<file path="src/hdl/dkcl_pkg.sv">
// Shared types and constants for the debounced keypad code lock.
// Depends on nothing; imported by debounced_keypad_code_lock.
`default_nettype none

package dkcl_pkg;

  localparam int NUM_BUTTONS    = 6;
  localparam int NUM_DIGIT_KEYS = 4;   // buttons 0..3 enter digits 1..4
  localparam int BTN_BACKSPACE  = 4;
  localparam int BTN_CONFIRM    = 5;

  localparam int DIGIT_W    = 2;
  localparam int DEBOUNCE_W = 16;
  localparam int CODE_W     = 32;
  localparam int LEN_W      = 5;
  localparam int TIMER_W    = 16;
  localparam int COUNT_W    = 5;       // digit_count field

  localparam int CFG_INDEX_W = 2;
  localparam int CFG_DATA_W  = 32;

  localparam int IN_TDATA_W  = 8;
  localparam int OUT_TDATA_W = 16;

  // Register reset values
  localparam logic [DEBOUNCE_W-1:0] DEBOUNCE_RESET = 16'd50;
  localparam logic [CODE_W-1:0]     CODE_RESET     = 32'd0;
  localparam logic [LEN_W-1:0]      LENGTH_RESET   = 5'd4;
  localparam logic [TIMER_W-1:0]    REJECT_RESET   = 16'd1000;

  typedef enum logic [CFG_INDEX_W-1:0] {
    CFG_DEBOUNCE_TICKS,
    CFG_SECRET_CODE,
    CFG_SECRET_LENGTH,
    CFG_REJECT_TICKS
  } cfg_reg_t;

  typedef enum logic [1:0] {
    VERDICT_NONE,
    VERDICT_OPENED,
    VERDICT_CLOSED,
    VERDICT_REJECTED
  } verdict_t;

  typedef enum logic [1:0] {
    LIGHT_OFF,
    LIGHT_GREEN,
    LIGHT_RED
  } light_t;

  // Result word, first field in the highest bits
  typedef struct packed {
    logic [1:0]             light_color;
    logic                   vault_is_open;
    logic [1:0]             verdict;
    logic [COUNT_W-1:0]     digit_count;
    logic [NUM_BUTTONS-1:0] press_mask;
  } result_t;

endpackage : dkcl_pkg

`default_nettype wire

</file>
<file path="src/hdl/debounced_keypad_code_lock.sv">
// Debounced six-button keypad code lock, one tick item in, one result out.
// Depends on dkcl_pkg.
//
// Each transfer on the slave side is one tick of six raw active-low button
// levels; each produces exactly one result transfer on the master side.
// Throughput is one tick per clock: the whole tick (six debouncers, up to four
// digit appends, backspace, confirm compare) is evaluated in one pass between
// the input register and the result register, so each tick passes through both
// registers in turn. The block keeps accepting while a result waits,
// and only stalls when the input register and the result register both hold a
// tick and the result is not being taken. Configuration is written through
// cfg_we/cfg_index/cfg_data and should only change while no tick is in flight.
// A level must hold for more than debounce_ticks ticks to become stable; a
// stable fall counts as a press. Presses in one tick act in button order:
// digit keys, then backspace, then confirm. A wrong code shows red for
// reject_ticks results without blocking.
`default_nettype none

module debounced_keypad_code_lock #(
  parameter int MAX_DIGITS = 16,   // entry buffer depth, 1..16
  parameter int COUNT_BITS = 16    // hold counter width, 4..32
) (
  input  wire logic                                clk,
  input  wire logic                                rst,
  // slave side: [5:0] button_levels, [7:6] zero
  input  wire logic                                s_tvalid,
  output logic                                     s_tready,
  input  wire logic [dkcl_pkg::IN_TDATA_W-1:0]     s_tdata,
  // master side: [5:0] press_mask, [10:6] digit_count, [12:11] verdict,
  // [13] vault_is_open, [15:14] light_color
  output logic                                     m_tvalid,
  input  wire logic                                m_tready,
  output logic [dkcl_pkg::OUT_TDATA_W-1:0]         m_tdata,
  // configuration write port
  input  wire logic                                cfg_we,
  input  wire logic [dkcl_pkg::CFG_INDEX_W-1:0]    cfg_index,
  input  wire logic [dkcl_pkg::CFG_DATA_W-1:0]     cfg_data
);
  import dkcl_pkg::*;

  localparam int CNT_W = $clog2(MAX_DIGITS + 1);
  localparam int CMP_W = (COUNT_BITS > DEBOUNCE_W) ? COUNT_BITS : DEBOUNCE_W;
  localparam logic [COUNT_BITS-1:0] HOLD_MAX = {COUNT_BITS{1'b1}};

  // Configuration registers
  logic [DEBOUNCE_W-1:0] debounce_ticks;
  logic [CODE_W-1:0]     lock_code;
  logic [LEN_W-1:0]      secret_length;
  logic [TIMER_W-1:0]    reject_ticks;

  // Input register
  logic                   in_vld;
  logic [NUM_BUTTONS-1:0] in_levels;
  logic                   step;     // tick in the input register is processed

  // Debouncer state
  logic [NUM_BUTTONS-1:0] prev_raw;
  logic [NUM_BUTTONS-1:0] stable;
  logic [COUNT_BITS-1:0]  hold      [NUM_BUTTONS];
  logic [NUM_BUTTONS-1:0] stable_next;
  logic [COUNT_BITS-1:0]  hold_next [NUM_BUTTONS];

  // Entry and lock state
  logic [DIGIT_W-1:0] digits      [MAX_DIGITS];
  logic [DIGIT_W-1:0] digits_next [MAX_DIGITS];
  logic [CNT_W-1:0]   entry_count;
  logic [CNT_W-1:0]   entry_count_next;
  logic               entry_overflow;
  logic               entry_overflow_next;
  logic               vault_open;
  logic               vault_open_next;
  light_t             light;
  light_t             light_next;
  logic [TIMER_W-1:0] red_timer;
  logic [TIMER_W-1:0] red_timer_next;

  logic [NUM_BUTTONS-1:0] press;
  logic                   match;
  verdict_t               verdict;
  result_t                result;

  // ---------------------------------------------------------------------------
  // Handshake: input register refills when empty or when its tick is processed;
  // processing happens whenever the result register is free or being drained.
  // ---------------------------------------------------------------------------
  assign step     = in_vld && (!m_tvalid || m_tready);
  assign s_tready = !in_vld || step;

  always_ff @(posedge clk) begin
    if (rst) begin
      in_vld <= 1'b0;
    end else if (s_tready) begin
      in_vld <= s_tvalid;
    end
    if (s_tvalid && s_tready) begin
      in_levels <= s_tdata[NUM_BUTTONS-1:0];
    end
  end

  // ---------------------------------------------------------------------------
  // Configuration writes
  // ---------------------------------------------------------------------------
  always_ff @(posedge clk) begin
    if (rst) begin
      debounce_ticks <= DEBOUNCE_RESET;
      lock_code      <= CODE_RESET;
      secret_length  <= LENGTH_RESET;
      reject_ticks   <= REJECT_RESET;
    end else if (cfg_we) begin
      case (cfg_reg_t'(cfg_index))
        CFG_DEBOUNCE_TICKS: debounce_ticks <= cfg_data[DEBOUNCE_W-1:0];
        CFG_SECRET_CODE:    lock_code      <= cfg_data[CODE_W-1:0];
        CFG_SECRET_LENGTH:  secret_length  <= cfg_data[LEN_W-1:0];
        CFG_REJECT_TICKS:   reject_ticks   <= cfg_data[TIMER_W-1:0];
        default: ;
      endcase
    end
  end

  // ---------------------------------------------------------------------------
  // One tick, single pass
  // ---------------------------------------------------------------------------
  always_comb begin
    // debouncers, independent per button
    press       = '0;
    stable_next = stable;
    for (int i = 0; i < NUM_BUTTONS; i++) begin
      if (in_levels[i] != prev_raw[i]) begin
        hold_next[i] = '0;
      end else if (hold[i] != HOLD_MAX) begin
        hold_next[i] = hold[i] + COUNT_BITS'(1);
      end else begin
        hold_next[i] = hold[i];
      end
      if ((CMP_W'(hold_next[i]) > CMP_W'(debounce_ticks)) && (in_levels[i] != stable[i])) begin
        stable_next[i] = in_levels[i];
        press[i]       = !in_levels[i];
      end
    end

    // red timer runs down at the start of the tick
    red_timer_next = red_timer;
    light_next     = light;
    if (red_timer != '0) begin
      red_timer_next = red_timer - TIMER_W'(1);
      if (red_timer_next == '0 && light == LIGHT_RED) begin
        light_next = LIGHT_OFF;
      end
    end

    // digit keys in button order
    digits_next         = digits;
    entry_count_next    = entry_count;
    entry_overflow_next = entry_overflow;
    for (int b = 0; b < NUM_DIGIT_KEYS; b++) begin
      if (press[b]) begin
        if (entry_count_next < CNT_W'(MAX_DIGITS)) begin
          for (int k = 0; k < MAX_DIGITS; k++) begin
            if (entry_count_next == CNT_W'(k)) begin
              digits_next[k] = DIGIT_W'(b);
            end
          end
          entry_count_next = entry_count_next + CNT_W'(1);
        end else begin
          entry_overflow_next = 1'b1;
        end
      end
    end

    // backspace
    if (press[BTN_BACKSPACE] && entry_count_next != '0) begin
      entry_count_next = entry_count_next - CNT_W'(1);
    end

    // code compare on the entry as it stands after digits and backspace
    match = !entry_overflow_next && (LEN_W'(entry_count_next) == secret_length);
    for (int k = 0; k < MAX_DIGITS; k++) begin
      if ((CNT_W'(k) < entry_count_next) &&
          (digits_next[k] != lock_code[DIGIT_W*k +: DIGIT_W])) begin
        match = 1'b0;
      end
    end

    // confirm
    verdict         = VERDICT_NONE;
    vault_open_next = vault_open;
    if (press[BTN_CONFIRM] && entry_count_next != '0) begin
      if (match) begin
        red_timer_next = '0;
        if (!vault_open) begin
          vault_open_next = 1'b1;
          light_next      = LIGHT_GREEN;
          verdict         = VERDICT_OPENED;
        end else begin
          vault_open_next = 1'b0;
          light_next      = LIGHT_OFF;
          verdict         = VERDICT_CLOSED;
        end
      end else begin
        red_timer_next = reject_ticks;
        light_next     = (reject_ticks != '0) ? LIGHT_RED : LIGHT_OFF;
        verdict        = VERDICT_REJECTED;
      end
      entry_count_next    = '0;
      entry_overflow_next = 1'b0;
    end

    result.press_mask    = press;
    result.digit_count   = COUNT_W'(entry_count_next);
    result.verdict       = verdict;
    result.vault_is_open = vault_open_next;
    result.light_color   = light_next;
  end

  // ---------------------------------------------------------------------------
  // State update
  // ---------------------------------------------------------------------------
  always_ff @(posedge clk) begin
    if (rst) begin
      prev_raw       <= '1;
      stable         <= '1;
      for (int i = 0; i < NUM_BUTTONS; i++) begin
        hold[i] <= '0;
      end
      entry_count    <= '0;
      entry_overflow <= 1'b0;
      vault_open     <= 1'b0;
      light          <= LIGHT_OFF;
      red_timer      <= '0;
    end else if (step) begin
      prev_raw       <= in_levels;
      stable         <= stable_next;
      hold           <= hold_next;
      entry_count    <= entry_count_next;
      entry_overflow <= entry_overflow_next;
      vault_open     <= vault_open_next;
      light          <= light_next;
      red_timer      <= red_timer_next;
    end
  end

  // entry buffer payload, no reset: only slots below the count are read
  always_ff @(posedge clk) begin
    if (step) begin
      digits <= digits_next;
    end
  end

  // ---------------------------------------------------------------------------
  // Result register
  // ---------------------------------------------------------------------------
  always_ff @(posedge clk) begin
    if (rst) begin
      m_tvalid <= 1'b0;
    end else if (step) begin
      m_tvalid <= 1'b1;
    end else if (m_tready) begin
      m_tvalid <= 1'b0;
    end
    if (step) begin
      m_tdata <= result;
    end
  end

  // ---------------------------------------------------------------------------
  // Assertions
  // ---------------------------------------------------------------------------
  a_count_bound: assert property (@(posedge clk) disable iff (rst)
    entry_count <= CNT_W'(MAX_DIGITS))
    else $error("entry count beyond buffer depth");

  a_red_needs_timer: assert property (@(posedge clk) disable iff (rst)
    (light == LIGHT_RED) |-> (red_timer != '0))
    else $error("red light with expired timer");

  a_open_green: assert property (@(posedge clk) disable iff (rst)
    (m_tvalid && m_tdata[12:11] == VERDICT_OPENED) |->
      (m_tdata[13] && m_tdata[15:14] == LIGHT_GREEN))
    else $error("vault opened without green light");

  a_confirm_clears: assert property (@(posedge clk) disable iff (rst)
    (m_tvalid && m_tdata[12:11] != VERDICT_NONE) |-> (m_tdata[10:6] == '0))
    else $error("entry not cleared after confirm");

  a_step_fills: assert property (@(posedge clk) disable iff (rst)
    step |=> m_tvalid)
    else $error("processed tick lost its result");

endmodule : debounced_keypad_code_lock

`default_nettype wire

</file>
<file path="config.mk">
export PLATFORM = sky130hd
export DESIGN_NAME = debounced_keypad_code_lock
export DESIGN_NICKNAME = d
export VERILOG_FILES = /design/src/hdl/dkcl_pkg.sv /design/src/hdl/debounced_keypad_code_lock.sv
export SDC_FILE = /design/constraint.sdc
export NUM_CORES = 1
export LEC_CHECK = 0
export CORE_UTILIZATION = 40
export CTS_BUF_LIST = sky130_fd_sc_hd__clkbuf_16
export CTS_CLUSTER_SIZE = 10
export DETAILED_ROUTE_END_ITERATION = 16
export DONT_BUFFER_PORTS = 1
export GPL_ROUTABILITY_DRIVEN = 0
export PLACE_DENSITY = 0.6
export SLEW_MARGIN = 0
export SYNTH_ARGS = -nofsm -noshare
export SYNTH_HDL_FRONTEND = slang
export SYNTH_SLANG_ARGS = --single-unit
</file>
<file path="constraint.sdc">
create_clock -name clk -period 11.95 [get_ports clk]
set_input_delay 2.39 -clock clk [delete_from_list [all_inputs] [get_ports clk]]
set_output_delay 2.39 -clock clk [all_outputs]
set_load 0.01 [all_outputs]
</file>
Word-level counts from Yosys, hierarchy flattened
Index checks and enable logic that the tools add are counted.
{ "totals": {"inputBits": 47, "regBits": 258} }
{ "classes": {"n_mux": 141, "n_eq_ne": 99, "magnitude_cmp": 26, "n_reduce_logical": 62, "addsub": 12} }
{ "op_table": {"columns": ["cell", "count"], "rows": [
  ["$mux W32", 8],
  ["$mux W16", 15],
  ["$eq A5 B4 Y1 const B", 32],
  ["$mux W2", 71],
  ["$add A16 B1 Y16 const B", 6],
  ["$gt A16 B16 Y1", 6],
  ["$ne A16 B16 Y1 const B", 6],
  ["$eq A5 B3 Y1 const B", 16],
  ["$mux W5", 10],
  ["$eq A5 B2 Y1 const B", 8],
  ["$lt A4 B5 Y1 const A", 8],
  ["$mux W1", 37],
  ["$ne A2 B2 Y1", 16],
  ["$reduce_bool A16 Y1", 2],
  ["$logic_and A1 B1 Y1", 28],
  ["$reduce_and A2 Y1", 11],
  ["$add A5 B1 Y5 const B", 4],
  ["$eq A5 B1 Y1 const B", 4],
  ["$logic_not A5 Y1", 4],
  ["$lt A3 B5 Y1 const A", 4],
  ["$lt A5 B5 Y1 const B", 4],
  ["$logic_not A16 Y1", 1],
  ["$sub A16 B1 Y16 const B", 1],
  ["$ne A1 B1 Y1", 12],
  ["11 further kinds", 26]
]} }

Depth between registers and ports, before layout
Gate-level depths: netlist of run 1.
{ "depth": {"ltp_word": 39, "ltp_mapped": 44, "depth_no_buf": 41} }

Worst setup path after synthesis of run 1
Ideal clock, no wire load.
{ "synth_path": {"path_type": "flip-flop to flip-flop", "startpoint": "reg hold[83] (netlist name)", "endpoint": "reg vault_open", "n_path_buf": 2, "slack_ps": 3501, "stages_incl_launch_ff": 43, "setup_time_ps": 70, "period_less_slack_ps": 8449, "arrival_ps": 8378, "cell_sequence": "dfxtp_1 > and3_1 > and3_1 > and3_1 > nand2_1 > nor2_1 > nand3_1 > nor2_1 > nand3_1 > nand2b_1 > or3_1 > a21oi_1 > ha_1 > nand4_1 > nor4_4 > a21boi_4 > or4b_4 > buf_6 > [... 7 more ...] > mux2i_4 > ha_1 > nand2_1 > or3_1 > a2111oi_4 > nor3_2 > o21ai_2 > and2_1 > a21oi_1 > a2111o_1 > a2111oi_2 > nand3_2 > buf_6 > inv_2 > ha_1 > a21oi_1 > nand2_1 > a21oi_1"} }
{ "synth_lines": {"columns": ["item", "line_no", "text"], "rows": [
  ["start: declaration", "debounced_keypad_code_lock.sv:59", "logic [COUNT_BITS-1:0] hold [NUM_BUTTONS];"],
  ["start signal: assignment", "debounced_keypad_code_lock.sv:233", "hold <= hold_next;"],
  ["end signal: assignment", "debounced_keypad_code_lock.sv:236", "vault_open <= vault_open_next;"],
  ["end: declaration", "debounced_keypad_code_lock.sv:70", "logic vault_open;"]
]} }

==> implementation parameters, run 1 <==
Parameter                              Value

Status
  Run status    complete, no violations

Floorplanning
  Initial cell density of the core    40.9%
  Number of placement rows    75
  Standard cell core area    42200 sq um
  Die outline height    210 microns
  Die width    210 microns
  Die Outline Area    44000 sq um
  Ports placed on the boundary    65

Global route
  Antenna violations before repair    0
  Total GRT Usage    22.7%
  Grt total ovfl    0
  Number of global-route vias before repair    14700
  Wire length of the first global-routing pass    80000 microns
  Maximum number of pins on one net before global-route repair    189

Timing
  Max Clock Skew    22.1 ps
  Pins Over Slew Limit    0
  Setup repair after global routing missed its margin    false
  Transition time at the pin with the least slew margin    1250 ps
  Final critical path time including I/O delays and setup    10600 ps
  Worst slew slack as a fraction of its limit    16.7%
  Final-report setup violation count    0
  Minimum setup slack in the final design    1350 ps
  Portion of the clock cycle consumed by the worst path in the final layout    88.7%
  Max frequency    0.0944 GHz
  Hold violation count in the final report    0
  Total Neg Setup Slack    0 ps

Placed design
  Buffers on Ports    0
  Post-detail-place hpwl    35100 microns
  Worst slack at placement    1570 ps

Setup path
  Critical path class    flip-flop to flip-flop
  Setup slack on the worst flop-to-flop path    1350 ps
  Arr. time, crit path    11070 ps
  Worst-path maximum fanout    19
  Biggest cell delay along the critical path    590 ps
  Startpoint kind of the worst setup timing path    flip-flop
  Required time at the worst-slack endpoint    12420 ps
  Standard cell with the maximum stage delay on the critical path    sky130_fd_sc_hd__nor4b_4
  Worst Setup End Kind    flip-flop

Detailed routing
  DRT Wirelength    50500 microns
  Remaining DRCs    0
  Routed length per instance    18.4 microns
  Drt initial violations    1117
  Number of detailed-routing iterations run before antenna repair    6
  Overall via count from detail_route    16000
  Via density    5.84
  Post-route ant nets    0

CTS
  TritonCTS clock tree    yes
  Clock sinks    258
  Clk slew on worst S/H paths    60 ps
  Hold buffers post-CTS    0
  Largest buffer count on any clock path    3
  Cts bufs inserted    34
  # Post-CTS Setup Buffers    0
  Clock root cell    sky130_fd_sc_hd__clkbuf_16
  Worst skew pair latency    550 ps
  Number of gates resized after CTS    0
  Clock H-tree levels    2

Layout
  Fraction of the core area covered by cells at the end of the flow    44.3%
  Fraction of layout cells with a size suffix above 1    5.64%
  Ant diodes    0
  Post-synthesis to final-layout area growth    8.29%
  Nets    2345
  Most common cell after layout, fill and taps aside    sky130_fd_sc_hd__nand2_1
  Filler cell count in the final layout    4225
  Commonest cells after routing, fill and taps aside    sky130_fd_sc_hd__nand2_1, sky130_fd_sc_hd__a21oi_1, sky130_fd_sc_hd__dfxtp_1

Power
  Static leakage power    0.00666 uW
  Pwr dens    112 nW/um^2
  Worst IR drop on VDD    0.0945 mV

Logic synthesis
  Count of cell types in the netlist    114
  Cells after synthesis    2224
  Top cell type's share of synthesized area    23.7%
  Top post-synthesis cells by area    sky130_fd_sc_hd__dfxtp_1, sky130_fd_sc_hd__nand2_1, sky130_fd_sc_hd__edfxtp_1
  Synthesized area per cell    7.76 sq um
  Dominant register cell in the synthesized netlist    sky130_fd_sc_hd__dfxtp_1
  Async set-reset flop share out of synthesis    0%
  Combined area of all synthesized cells    17300 sq um
  Yosys warning total    0
  FF+latch count, synth    258
  Post-synth top area cell    sky130_fd_sc_hd__dfxtp_1
  Portion of the post-synthesis area used by sequential elements    33.0%
  Number of enable flip-flop cells after synthesis    54
  Number of nets produced by synthesis    2392

Run
  Max Cap Viol    0

Min path
  Worst min path class    flip-flop to flip-flop
[logic make-up after synthesis]
logic type / synth area share [%]
buffers and inverters: 3.39
flip-flops: 33.0
multiplexers: 1.46
AND/OR/NAND/NOR: 27.9
AO/OA/AOI/OAI: 19.5
adder cells (fa/ha/maj): 8.83
XOR/XNOR: 5.83
[worst max-delay path, delay by kind of cell (launching register included)]
| kind | cells | cell delay (ps) |
|---|---|---|
| simple gates | 18 | 4630 |
| compound gates | 12 | 3130 |
| fa+ha+maj | 4 | 1110 |
| flops | 1 | 410 |
| xor+xnor | 2 | 710 |
| buf+inv | 3 | 500 |
[registers in the layout, summed over array words and instances (netlist names), 2 cells and up]
name / flops
stable: 6
entry_count: 5
in_levels: 6
digits: 32
m_tdata: 16
lock_code: 32
secret_length: 5
hold: 96
red_timer: 16
reject_ticks: 16
debounce_ticks: 16
prev_raw: 6
light: 2
[metrics by stage]
stage | power [uW] | hold WS (ps) | cells | instance area, sq um
after floorplan | 1120 | 436 | 2224 | 17300
after global placement | 1150 | 443 | 2680 | 17700
after detailed placement | 1160 | 447 | 2680 | 17700
after CTS | 2120 | 454 | 2736 | 18700
after global routing | 2190 | 476 | 2736 | 18700
final | 2100 | 454 | 2736 | 18700
[synthesized netlist by cell type (all sizes together), types with 7 or more instances]
library cell  count
a211o             7
nor4             19
a31oi            27
xnor2            39
a21oi           249
a211oi           16
edfxtp           54
or2              12
and4              8
dfxtp           204
clkbuf           75
inv              51
mux2i            19
nor3             53
o211ai           16
o22ai            10
o21a             15
nor2b            14
nor2            194
a21o             12
xor2             70
nand2           457
buf              22
and3             21
or3              19
nand2b           19
nand3            94
ha              121
and2             16
nand3b            9
nand4            47
o21ai           116
nor3b             9
[cell type report]
cell class	count	area (sq um)	area share, %
multi-input cells	1817	11000	58.8
flip-flops and latches	258	5710	30.5
clock buffers	35	876	4.68
well taps	539	674	3.61
inverters	52	198	1.06
clock inverters	21	136	0.729
repair buffers	14	105	0.562
[layer usage]
metal / vias up / part of all wire (%) / GRT usage (%)
met4: 0 / 2.8 / 7.73
met3: 101 / 6.5 / 3.73
met5: - / 0 / 0
met2: 482 / 44 / 36.5
met1: 7550 / 46 / 30.8
li1: 7847 / - / -
[path summary, 6_finish.rpt]
| check | end | depth (start not counted) | from |
|---|---|---|---|
| setup / recovery | vault_open | 39 | hold[83] |
| hold / removal | debounce_ticks[3] | 2 | debounce_ticks[3] |
| setup reg to reg | vault_open | 39 | hold[83] |
| hold reg to reg | debounce_ticks[3] | 2 | debounce_ticks[3] |
[report_power, final]
| part | total (uW) | switching [uW] | leakage, uW | internal, uW |
|---|---|---|---|---|
| Combinational | 202 | 132 | 0.00405 | 70.3 |
| Sequential | 939 | 26.2 | 0.00207 | 913 |
| Clock | 956 | 405 | 0.000533 | 551 |
| Total | 2100 | 564 | 0.00666 | 1530 |
No activity file was read; power rests on OpenSTA's default activity.
==> inputs of run 2 (changes only) <==
BUFFER_PORTS_ARGS = -buffer_cell sky130_fd_sc_hd__buf_4   (was unset)
CAP_MARGIN = 20   (was unset)
DONT_BUFFER_PORTS = unset   (was 1)
PLACE_DENSITY = 0.62   (was 0.6)
clock period = 12.1 ns   (was 11.95 ns; I/O delays follow)
==> implementation parameters, run 2 (synthesized netlist as in run 1, its figures left out) <==
Parameter                              Value

Status
  Run status    complete, no violations

CTS
  Clock H-tree levels    2 (unchanged)
  Clock root cell    sky130_fd_sc_hd__clkbuf_16
  # Post-CTS Setup Buffers    0 (unchanged)
  Largest buffer count on any clock path    3 (unchanged)
  Worst skew pair latency    570 ps (+20 ps)
  Hold buffers post-CTS    0 (unchanged)
  Clock sinks    258 (unchanged)
  Clk slew on worst S/H paths    60 ps (about the same)
  Cts bufs inserted    34 (unchanged)
  Number of gates resized after CTS    0 (unchanged)
  TritonCTS clock tree    yes

Detailed routing
  Highest metal layer with signal wires    met4
  Met3 routed WL    3210 microns (-2.0%)
  Number of detailed-routing iterations run before antenna repair    5 (-1)
  Post-route ant nets    0 (unchanged)
  Remaining DRCs    0 (unchanged)
  Wire length on met2    22600 microns (+0.59%)
  Overall via count from detail_route    16300 (+1.9%)
  Met1 routed wirelength after detailed routing    23200 microns (-0.58%)
  Drt initial violations    1318 (+18%)
  Routed length per instance    17.9 microns (-2.9%)
  Via density    5.81 (-0.55%)
  DRT Wirelength    50200 microns (-0.50%)

Timing
  Max Clock Skew    32.0 ps (+9.91 ps)
  Max frequency    0.0945 GHz (+0.10%)
  Total Neg Setup Slack    0 ps (unchanged)
  Hold violation count in the final report    0 (unchanged)
  Setup repair after global routing missed its margin    false
  Worst slew slack as a fraction of its limit    34.2% (+18 points)
  Transition time at the pin with the least slew margin    987 ps (-258 ps)
  Pins Over Slew Limit    0 (unchanged)
  Final critical path time including I/O delays and setup    10590 ps (-10.8 ps)
  Final-report setup violation count    0 (unchanged)
  Portion of the clock cycle consumed by the worst path in the final layout    87.5% (-1.2 points)

Setup path
  End point of the critical path    vault_open
  Timing startpoint of the critical path    hold[83]
  Worst Setup End Kind    flip-flop
  Count of buffer and inverter cells on the critical path    3 (unchanged)
  FF-to-FF Start    hold[83]
  Setup slack on the worst flop-to-flop path    1510 ps (+160 ps)
  Worst-path maximum fanout    19 (unchanged)
  Required time at the worst-slack endpoint    12580 ps (+160 ps)
  Standard cell with the maximum stage delay on the critical path    sky130_fd_sc_hd__nor4b_4
  Worst R2R End    vault_open
  Critical path class    flip-flop to flip-flop
  Biggest cell delay along the critical path    650 ps (+60 ps)
  Crit path depth    39 (unchanged)
  Arr. time, crit path    11070 ps (about the same)
  Count of cells along the worst register-to-register path    39 (unchanged)
  Cell type group with the largest total delay on the critical path    simple AND/OR/NAND/NOR gates
  Startpoint kind of the worst setup timing path    flip-flop

Layout
  Register with the most flip-flops    hold
  Number of flip-flops in the largest register    96 (unchanged)
  Ant diodes    0 (unchanged)
  Registers with the most flip-flops    hold x96, digits x32, lock_code x32
  Most common cell after layout, fill and taps aside    sky130_fd_sc_hd__nand2_1
  Nets    2413 (+2.9%)
  Design area    19200 sq um (+2.9%)
  Post-synthesis to final-layout area growth    11.4%
  Fraction of layout cells with a size suffix above 1    8.66% (+3.0 points)
  Commonest cells after routing, fill and taps aside    sky130_fd_sc_hd__nand2_1, sky130_fd_sc_hd__a21oi_1, sky130_fd_sc_hd__dfxtp_1

Floorplanning
  Ports placed on the boundary    65 (unchanged)
  Die Outline Area    44000 sq um (unchanged)
  Number of placement rows    75 (unchanged)
  Die width    210 microns (unchanged)
  Die outline height    210 microns (unchanged)
  Standard cell core area    42200 sq um (unchanged)
  Initial cell density of the core    40.9% (unchanged)

Global route
  Number of global-route vias before repair    15000 (+2.0%)
  Maximum number of pins on one net before global-route repair    90 (-52%)
  Wire length of the first global-routing pass    80600 microns (+0.68%)
  Antenna violations before repair    0 (unchanged)
  Grt total ovfl    0 (unchanged)
  Total GRT Usage    22.8% (+0.088 points)

Power
  Static leakage power    0.00700 uW (+5.1%)
  Pwr dens    110 nW/um^2 (-1.8%)
  Worst IR drop on VDD    0.0828 mV (-12%)

Placed design
  Placed cell area    18200 sq um (+2.8%)
  Buffers on Ports    62 (+62)
  Post-detail-place hpwl    35400 microns (+0.89%)

Min path
  Worst min path class    flip-flop to flip-flop

Run
  Max Cap Viol    0 (unchanged)
## run 2: worst min-delay path by stage
| stage | start | endpoint | cells past startpoint |
|---|---|---|---|
| 2_1_floorplan | debounce_ticks[10] | debounce_ticks[10] | 2 |
| 3_5_place_dp | hold[46] | hold[46] | 2 |
| 5_1_grt | debounce_ticks[2] | debounce_ticks[2] | 2 |
| 3_3_place_gp | hold[46] | hold[46] | 2 |
| 6_report | hold[46] | hold[46] | 2 |
| 4_1_cts | debounce_ticks[12] | debounce_ticks[12] | 2 |
## run 2: per-layer routing
| metal | global-route usage (%) | up-vias |
|---|---|---|
| met3 | 2.86 | 81 |
| met1 | 31.1 | 7690 |
| met2 | 37.2 | 526 |
| li1 | - | 7985 |
| met5 | 0 | - |
| met4 | 7.65 | 0 |
## run 2: worst reg2reg max path, delay by kind of cell, from the launching register on
kind | cells | cell delay, ps
AO/OA/AOI/OAI | 12 | 3060
XOR/XNOR | 2 | 660
adder cells (fa/ha/maj) | 4 | 1110
buffers and inverters | 3 | 490
flip-flops | 1 | 410
AND/OR/NAND/NOR | 18 | 4760
## run 2: layout make-up
class                      instances  area, sq um
fill                            4171        23000
multi-input combinational       1817        11000
sequential                       258         5710
clock buffer                      34          851
tap                              539          674
timing repair buffer              82          627
inverter                          52          198
clock inverter                    21          185
## run 2: through the flow
stage | hold slack (ps) | setup slack, ps | power [uW] | util (%) | std cells
global placement | 445 | 2050 | 1170 | 43.0 | 2743
detailed placement | 450 | 1830 | 1170 | 43.1 | 2746
finish | 454 | 1510 | 2120 | 45.5 | 2803
global route | 472 | 748 | 2210 | 45.5 | 2803
CTS | 457 | 1770 | 2140 | 45.5 | 2801
floorplan | 436 | 3650 | 1100 | - | 2224
## run 2: power by group
part	total, uW	internal [uW]	switching [uW]	leakage, uW
logic	233	83.5	150	0.00438
clock network	961	556	405	0.000540
registers	925	902	23.6	0.00207
total	2120	1540	578	0.00700
